### src/utf8d_pkg.sv
// Shared types, codes and constants for the UTF-8 stream decoder.
// No dependencies; used by utf8d_step and utf8_stream_decoder_top.
package utf8d_pkg;

  localparam int unsigned ByteW   = 8;
  localparam int unsigned CpW     = 31;
  localparam int unsigned LenW    = 3;
  localparam int unsigned StatusW = 2;

  // Output bus widths: code point and length in tdata, padded to whole bytes.
  localparam int unsigned OutPayW   = CpW + LenW;
  localparam int unsigned OutTdataW = ((OutPayW + 7) / 8) * 8;

  // Lead byte thresholds and payload masks of the six-byte form.
  localparam logic [ByteW-1:0] LeadMin6  = 8'hFC;
  localparam logic [ByteW-1:0] LeadMin5  = 8'hF8;
  localparam logic [ByteW-1:0] LeadMin4  = 8'hF0;
  localparam logic [ByteW-1:0] LeadMin3  = 8'hE0;
  localparam logic [ByteW-1:0] LeadMin2  = 8'hC0;
  localparam logic [ByteW-1:0] ContMin   = 8'h80;
  localparam logic [ByteW-1:0] InvalidMin = 8'hFE;
  localparam logic [ByteW-1:0] ContMask  = 8'h3F;
  localparam logic [ByteW-1:0] Lead2Mask = 8'h1F;
  localparam logic [ByteW-1:0] Lead3Mask = 8'h0F;
  localparam logic [ByteW-1:0] Lead4Mask = 8'h07;
  localparam logic [ByteW-1:0] Lead5Mask = 8'h03;
  localparam logic [ByteW-1:0] Lead6Mask = 8'h01;

  typedef enum logic [StatusW-1:0] {
    STATUS_OK       = 2'd0,
    STATUS_BAD_LEAD = 2'd1,
    STATUS_BAD_CONT = 2'd2
  } status_e;

  // One decoded result, plus a flag saying whether the byte produced one.
  typedef struct packed {
    logic                emit;
    logic [CpW-1:0]      code_point;
    logic [LenW-1:0]     seq_length;
    status_e             status;
  } result_t;

endpackage

### src/utf8d_step.sv
// Decode step of the UTF-8 stream decoder: sequence state and the
// combinational byte decode. Depends on utf8d_pkg.
module utf8d_step (
  input  logic                        clk_i,
  input  logic                        rst_ni,
  input  logic                        step_i,
  input  logic [utf8d_pkg::ByteW-1:0] byte_i,
  output utf8d_pkg::result_t          result_o
);
  import utf8d_pkg::*;

  logic [CpW-1:0]  partial_q,   partial_d;
  logic [LenW-1:0] remaining_q, remaining_d;
  logic [LenW-1:0] expected_q,  expected_d;
  logic [CpW-1:0]  shifted;
  logic [LenW-1:0] rem_dec;
  logic            is_cont;

  assign is_cont = ((byte_i & LeadMin2) == ContMin);
  assign shifted = {partial_q[CpW-7:0], byte_i[5:0]};
  assign rem_dec = remaining_q - LenW'(1);

  always_comb begin
    partial_d           = partial_q;
    remaining_d         = remaining_q;
    expected_d          = expected_q;
    result_o.emit       = 1'b0;
    result_o.code_point = '0;
    result_o.seq_length = '0;
    result_o.status     = STATUS_OK;
    if (remaining_q != '0) begin
      if (!is_cont) begin
        result_o.emit   = 1'b1;
        result_o.status = STATUS_BAD_CONT;
        partial_d       = '0;
        remaining_d     = '0;
        expected_d      = '0;
      end else if (rem_dec != '0) begin
        partial_d   = shifted;
        remaining_d = rem_dec;
      end else begin
        result_o.emit       = 1'b1;
        result_o.code_point = shifted;
        result_o.seq_length = expected_q;
        partial_d           = '0;
        remaining_d         = '0;
        expected_d          = '0;
      end
    end else if (byte_i < ContMin) begin
      result_o.emit       = 1'b1;
      result_o.code_point = CpW'(byte_i);
      result_o.seq_length = LenW'(1);
    end else if (byte_i < LeadMin2 || byte_i >= InvalidMin) begin
      result_o.emit   = 1'b1;
      result_o.status = STATUS_BAD_LEAD;
    end else if (byte_i >= LeadMin6) begin
      partial_d   = CpW'(byte_i & Lead6Mask);
      expected_d  = LenW'(6);
      remaining_d = LenW'(5);
    end else if (byte_i >= LeadMin5) begin
      partial_d   = CpW'(byte_i & Lead5Mask);
      expected_d  = LenW'(5);
      remaining_d = LenW'(4);
    end else if (byte_i >= LeadMin4) begin
      partial_d   = CpW'(byte_i & Lead4Mask);
      expected_d  = LenW'(4);
      remaining_d = LenW'(3);
    end else if (byte_i >= LeadMin3) begin
      partial_d   = CpW'(byte_i & Lead3Mask);
      expected_d  = LenW'(3);
      remaining_d = LenW'(2);
    end else begin
      partial_d   = CpW'(byte_i & Lead2Mask);
      expected_d  = LenW'(2);
      remaining_d = LenW'(1);
    end
  end

  always_ff @(posedge clk_i or negedge rst_ni) begin
    if (!rst_ni) begin
      partial_q   <= '0;
      remaining_q <= '0;
      expected_q  <= '0;
    end else if (step_i) begin
      partial_q   <= partial_d;
      remaining_q <= remaining_d;
      expected_q  <= expected_d;
    end
  end

endmodule

### src/utf8_stream_decoder_top.sv
// Top level of the UTF-8 stream decoder: input register, decode step and
// result register with stream handshakes. Depends on utf8d_pkg, utf8d_step.

// The decoder takes one byte of a UTF-8 stream per request and decodes the
// original six-byte form into 31-bit code points. A request is taken on the
// slave side in every cycle while the pipeline moves, so the sustained rate
// is one byte per clock cycle; a byte is held in the input register and its
// result, if any, is written to the result register that drives the master
// side. The single decode step between those registers sets that rate.
// A lead byte or a continuation byte that does not end its
// character produces no result. A finished character gives its code point
// and its length in bytes with status OK. A stray continuation byte or a
// 0xFE or 0xFF byte while idle gives status BAD_LEAD; a byte that is not a
// continuation inside a sequence gives status BAD_CONT and is discarded
// together with the partial character. Error results carry a zero code point
// and length. Overlong forms and surrogates are passed through unchecked, and
// a sequence cut short by the end of the stream simply gives no result.
module utf8_stream_decoder_top (
  input  logic                             clk_i,
  input  logic                             rst_ni,
  input  logic                             s_axis_tvalid_i,
  output logic                             s_axis_tready_o,
  input  logic [utf8d_pkg::ByteW-1:0]      s_axis_tdata_i,  // [7:0] data_byte
  output logic                             m_axis_tvalid_o,
  input  logic                             m_axis_tready_i,
  // [30:0] code_point, [33:31] seq_length, [39:34] zero
  output logic [utf8d_pkg::OutTdataW-1:0]  m_axis_tdata_o,
  output logic [utf8d_pkg::StatusW-1:0]    m_axis_tuser_o   // [1:0] status
);
  import utf8d_pkg::*;

  logic             in_vld_q;
  logic [ByteW-1:0] in_byte_q;
  logic             advance;
  result_t          step_res;
  logic             out_vld_q, out_vld_d;
  logic [CpW-1:0]   out_cp_q;
  logic [LenW-1:0]  out_len_q;
  status_e          out_status_q;

  // The byte in the input register is decoded once the result register is
  // free or is being emptied in this cycle.
  assign advance         = in_vld_q && (!out_vld_q || m_axis_tready_i);
  assign s_axis_tready_o = !in_vld_q || advance;

  always_ff @(posedge clk_i or negedge rst_ni) begin
    if (!rst_ni) begin
      in_vld_q <= 1'b0;
    end else if (s_axis_tready_o) begin
      in_vld_q <= s_axis_tvalid_i;
    end
  end

  always_ff @(posedge clk_i) begin
    if (s_axis_tready_o && s_axis_tvalid_i) begin
      in_byte_q <= s_axis_tdata_i;
    end
  end

  utf8d_step u_step (
    .clk_i    (clk_i),
    .rst_ni   (rst_ni),
    .step_i   (advance),
    .byte_i   (in_byte_q),
    .result_o (step_res)
  );

  // The result register keeps its content while the consumer stalls.
  always_comb begin
    out_vld_d = out_vld_q && !m_axis_tready_i;
    if (advance) begin
      out_vld_d = step_res.emit;
    end
  end

  always_ff @(posedge clk_i or negedge rst_ni) begin
    if (!rst_ni) begin
      out_vld_q <= 1'b0;
    end else begin
      out_vld_q <= out_vld_d;
    end
  end

  always_ff @(posedge clk_i) begin
    if (advance && step_res.emit) begin
      out_cp_q     <= step_res.code_point;
      out_len_q    <= step_res.seq_length;
      out_status_q <= step_res.status;
    end
  end

  assign m_axis_tvalid_o = out_vld_q;
  assign m_axis_tdata_o  = {(OutTdataW - OutPayW)'(0), out_len_q, out_cp_q};
  assign m_axis_tuser_o  = out_status_q;

  // An error result carries neither code point nor length.
  a_err_zero : assert property (@(posedge clk_i) disable iff (!rst_ni)
    out_vld_q && out_status_q != STATUS_OK |-> out_cp_q == '0 && out_len_q == '0)
    else $error("error result with non-zero payload");

  // A good result has a length, and a one-byte character is plain ASCII.
  a_ok_len : assert property (@(posedge clk_i) disable iff (!rst_ni)
    out_vld_q && out_status_q == STATUS_OK |-> out_len_q != '0 &&
      (out_len_q != LenW'(1) || out_cp_q < CpW'(ContMin)))
    else $error("good result with inconsistent length");

  // A byte held in the input register stays until it is decoded.
  a_in_hold : assert property (@(posedge clk_i) disable iff (!rst_ni)
    in_vld_q && !advance |=> in_vld_q && $stable(in_byte_q))
    else $error("input byte lost before decode");

  // A stalled result is not overwritten by the next decode.
  a_out_hold : assert property (@(posedge clk_i) disable iff (!rst_ni)
    out_vld_q && !m_axis_tready_i |-> !advance)
    else $error("decode while result stalled");

endmodule

### config.mk
export PLATFORM = sky130hd
export DESIGN_NAME = utf8_stream_decoder_top
export DESIGN_NICKNAME = d
export VERILOG_FILES = /design/src/utf8d_pkg.sv /design/src/utf8d_step.sv /design/src/utf8_stream_decoder_top.sv
export SDC_FILE = /design/constraint.sdc
export NUM_CORES = 1
export LEC_CHECK = 0
export BUFFER_PORTS_ARGS = -buffer_cell sky130_fd_sc_hd__buf_2
export CAP_MARGIN = 25
export CELL_PAD_IN_SITES_DETAIL_PLACEMENT = 1
export CELL_PAD_IN_SITES_GLOBAL_PLACEMENT = 2
export CORE_MARGIN = 3
export CORE_UTILIZATION = 38
export DETAILED_ROUTE_END_ITERATION = 6
export PLACE_DENSITY_LB_ADDON = 0.2
export SLEW_MARGIN = 10
export SYNTH_ARGS = -nofsm -noshare
export SYNTH_HDL_FRONTEND = slang
export SYNTH_SLANG_ARGS = --single-unit
### constraint.sdc
create_clock -name clk_i -period 3.71 [get_ports clk_i]
set_clock_uncertainty 0.1 [all_clocks]
set_input_delay 0.5565 -clock clk_i [delete_from_list [all_inputs] [get_ports clk_i]]
set_output_delay 0.5565 -clock clk_i [all_outputs]
set_load 0.01 [all_outputs]
==> run metrics <==
outcome finished, final reports clean; row count 32; synthesized instance count between 200 and 250; Antenna Cells 0; Synth warnings 0; final wirelength 6210 µm; first-pass GRT wire length 10500 µm; slowest CP cell nor2_4; required time of the critical path ~3.7 ns; Period Utilization, post-route 69.9%; highest clock rate 386 MHz; vias in the first global route roughly 2000; H-tree depth 3; area growth from synthesis to layout 15.9%; CTS tree built; clock net sink count 77; routability cong. 0.853; top cells by area, synth edfxtp_1, dfrtp_1, a22o_1; Worst VDD drop roughly 0.36 mV; Hold-fix buffers, CTS 0; drt drc 0; TritonCTS buffer count 9; post-synthesis cell type count 43; CP Capture Type flop; placed cells around 360; Final Hold Vio Count 0; Post-synth top flop edfxtp_1; Netlist Area Pre-Place 3150 µm²; FFs w/ async S/R, synth 42.9%; design area roughly 3700 µm²; fraction of layout cells with a size suffix above 1 26.2%; DR pass1 iterations 4; crit-path max FO 20; CTS resizes 0; Pins Over Slew Limit 0; slew margin rel. a little under half; commonest non-fill, non-tap cell in the layout buf_2; syn_area_per_cell 14.4 µm²; DR iter-0 viols 56; DR vias/cell about 5.0; pin count of the biggest net entering global routing 34; total number of vias between 1500 and 2000; GRT overflow 0; Leak 1.55 nW; slew at the pin closest to its max-slew limit 0.811 ns; TNS Setup 0 ns; CTS Root Cell clkbuf_8; Detail Route Antenna Nets 0; maxcap violations 0; Pwr Total approximately 2.6 mW; Final WS setup between 1 and 1.5 ns; Synth area leader edfxtp_1; Post CTS Setup Buffer Count 0; Place WS between 1 and 1.5 ns; EDFF count, synth between 40 and 50; post-DP HPWL roughly 4300 µm; Total Routing Usage GR 14.3%; final core utilization between 40 and 50%; Top Ports 56; critical setup path kind reg2reg; Post-DP Area about 3500 µm²; Hold Path Class in2async; largest stage delay on the critical path 0.46 ns; CTS clk-pin slew, worst paths ~0.07 ns; die area 9420 µm²; Core Area slightly below 8000 µm²; routed wl met3 between 300 and 400 µm; Buffers on Ports slightly below 50; Power Density 700 nW/µm²; antenna violations before repair 0; # setup viols final 0; Seq/Total Area, Yosys 68.2%; worst hold slack ~0.19 ns; crit path DAT between 2 and 3 ns; DRT met1 WL approximately 2800 µm; met2 WL a little under 3000 µm; worst-path cell chain inv_1, ha_1, nor2b_2, a211o_4, nand2_1, nor2_4, buf_12; commonest cells after routing, fill and taps aside buf_2, edfxtp_1, dfrtp_1; Die X 97.0 µm; worst skew pair latency 0.34 ns; die height between 90 and 100 µm; wire per inst between 15 and 20 µm; RSZ-0062 raised after global routing no; post-route minimum period between 2 and 3 ns; top sig layer met4; Clock Tree Buf Depth 2; post-synth top area share 42.0%; Startpoint Class flop; Starting Density about two fifths; Cell Count, Final, Fillers Out about 380; register bit count reported by yosys 77; post-layout net count ~290; Fillers between 800 and 900
## cells in the mapped netlist, drive strengths merged, types with 2 or more instances
cell     instances
edfxtp          44
dfrtp           33
and2            28
a22o            23
buf             15
nand2            7
nor2b            7
nor2             6
nand2b           5
nand3            5
a21oi            4
o21ai            4
ha               3
inv              3
mux2             3
o2bb2ai          3
a211o            2
a211oi           2
a21o             2
a32o             2
and3             2
or3              2
## critical path, delay by kind of cell, from the launching register on
family / cells / cell delay [ns]
compound gates: 1 / 0.21
fa+ha+maj: 1 / 0.23
buf+inv: 2 / 0.33
flops: 1 / 0.41
simple gates: 3 / 1.02
## path summary, 6_finish.rpt
check / startpoint / end / slack, ns / cells past startpoint
max: u_step.remaining_q[0]$_DFFE_PN0P_ / out_cp_q[25]$_SDFFCE_PP0P_ / 1.12 / 7
min: rst_ni / u_step.partial_q[2]$_DFFE_PN0P_ / 0.19 / 1
max reg2reg: u_step.remaining_q[0]$_DFFE_PN0P_ / out_cp_q[25]$_SDFFCE_PP0P_ / 1.12 / 7
min reg2reg: u_step.expected_q[2]$_DFFE_PN0P_ / u_step.expected_q[2]$_DFFE_PN0P_ / 0.39 / 1
max in group asynchronous: rst_ni / u_step.partial_q[15]$_DFFE_PN0P_ / 2.83 / 1
min in group clk_i: s_axis_tdata_i[1] / in_byte_q[1]$_DFFE_PP_ / 0.28 / 1
## state kept, by name, indices dropped and copies added, names as in the netlist
signal,cells
in_byte_q,8
out_len_q,3
u_step.partial_q,25
out_cp_q,31
m_axis_tvalid_o,1
in_vld_q,1
m_axis_tuser_o,2
u_step.remaining_q,3
u_step.expected_q,3
## report_power, final
| part | switching [mW] | total, mW | internal [mW] |
|---|---|---|---|
| combinational | 0.455 | 0.725 | 0.270 |
| sequential | 0.0947 | 1.24 | 1.14 |
| clock | 0.285 | 0.592 | 0.307 |
| total | 0.835 | 2.55 | 1.72 |
## metal layers
| metal | vias up | GRT usage [%] |
|---|---|---|
| met5 | - | 0 |
| met4 | 0 | 5.18 |
| met3 | 5 | 5.26 |
| met2 | 60 | 22.8 |
| met1 | 917 | 18.0 |
| li1 | 901 | - |
## area by class of cell
cell class                 instances  area (µm²)  area share (%)
clock buffer                      11         131            3.60
clock inverter                     5        51.3            1.41
inverter                           3        11.3           0.308
multi-input combinational        127         902            24.7
sequential                        77        2150            58.8
tap                              102         128            3.50
timing repair buffer              52         280            7.68
## kinds of logic after synthesis
family,synth area share [%]
buffers and inverters,4.01
xor gates and xnor gates,0.278
other,0.119
DFF,68.2
AOI/OAI and AO/OA,13.1
muxes,1.07
and+or+nand+nor,12.1
adders and majority gates,1.19
No activity file was read; power rests on OpenSTA's default activity.
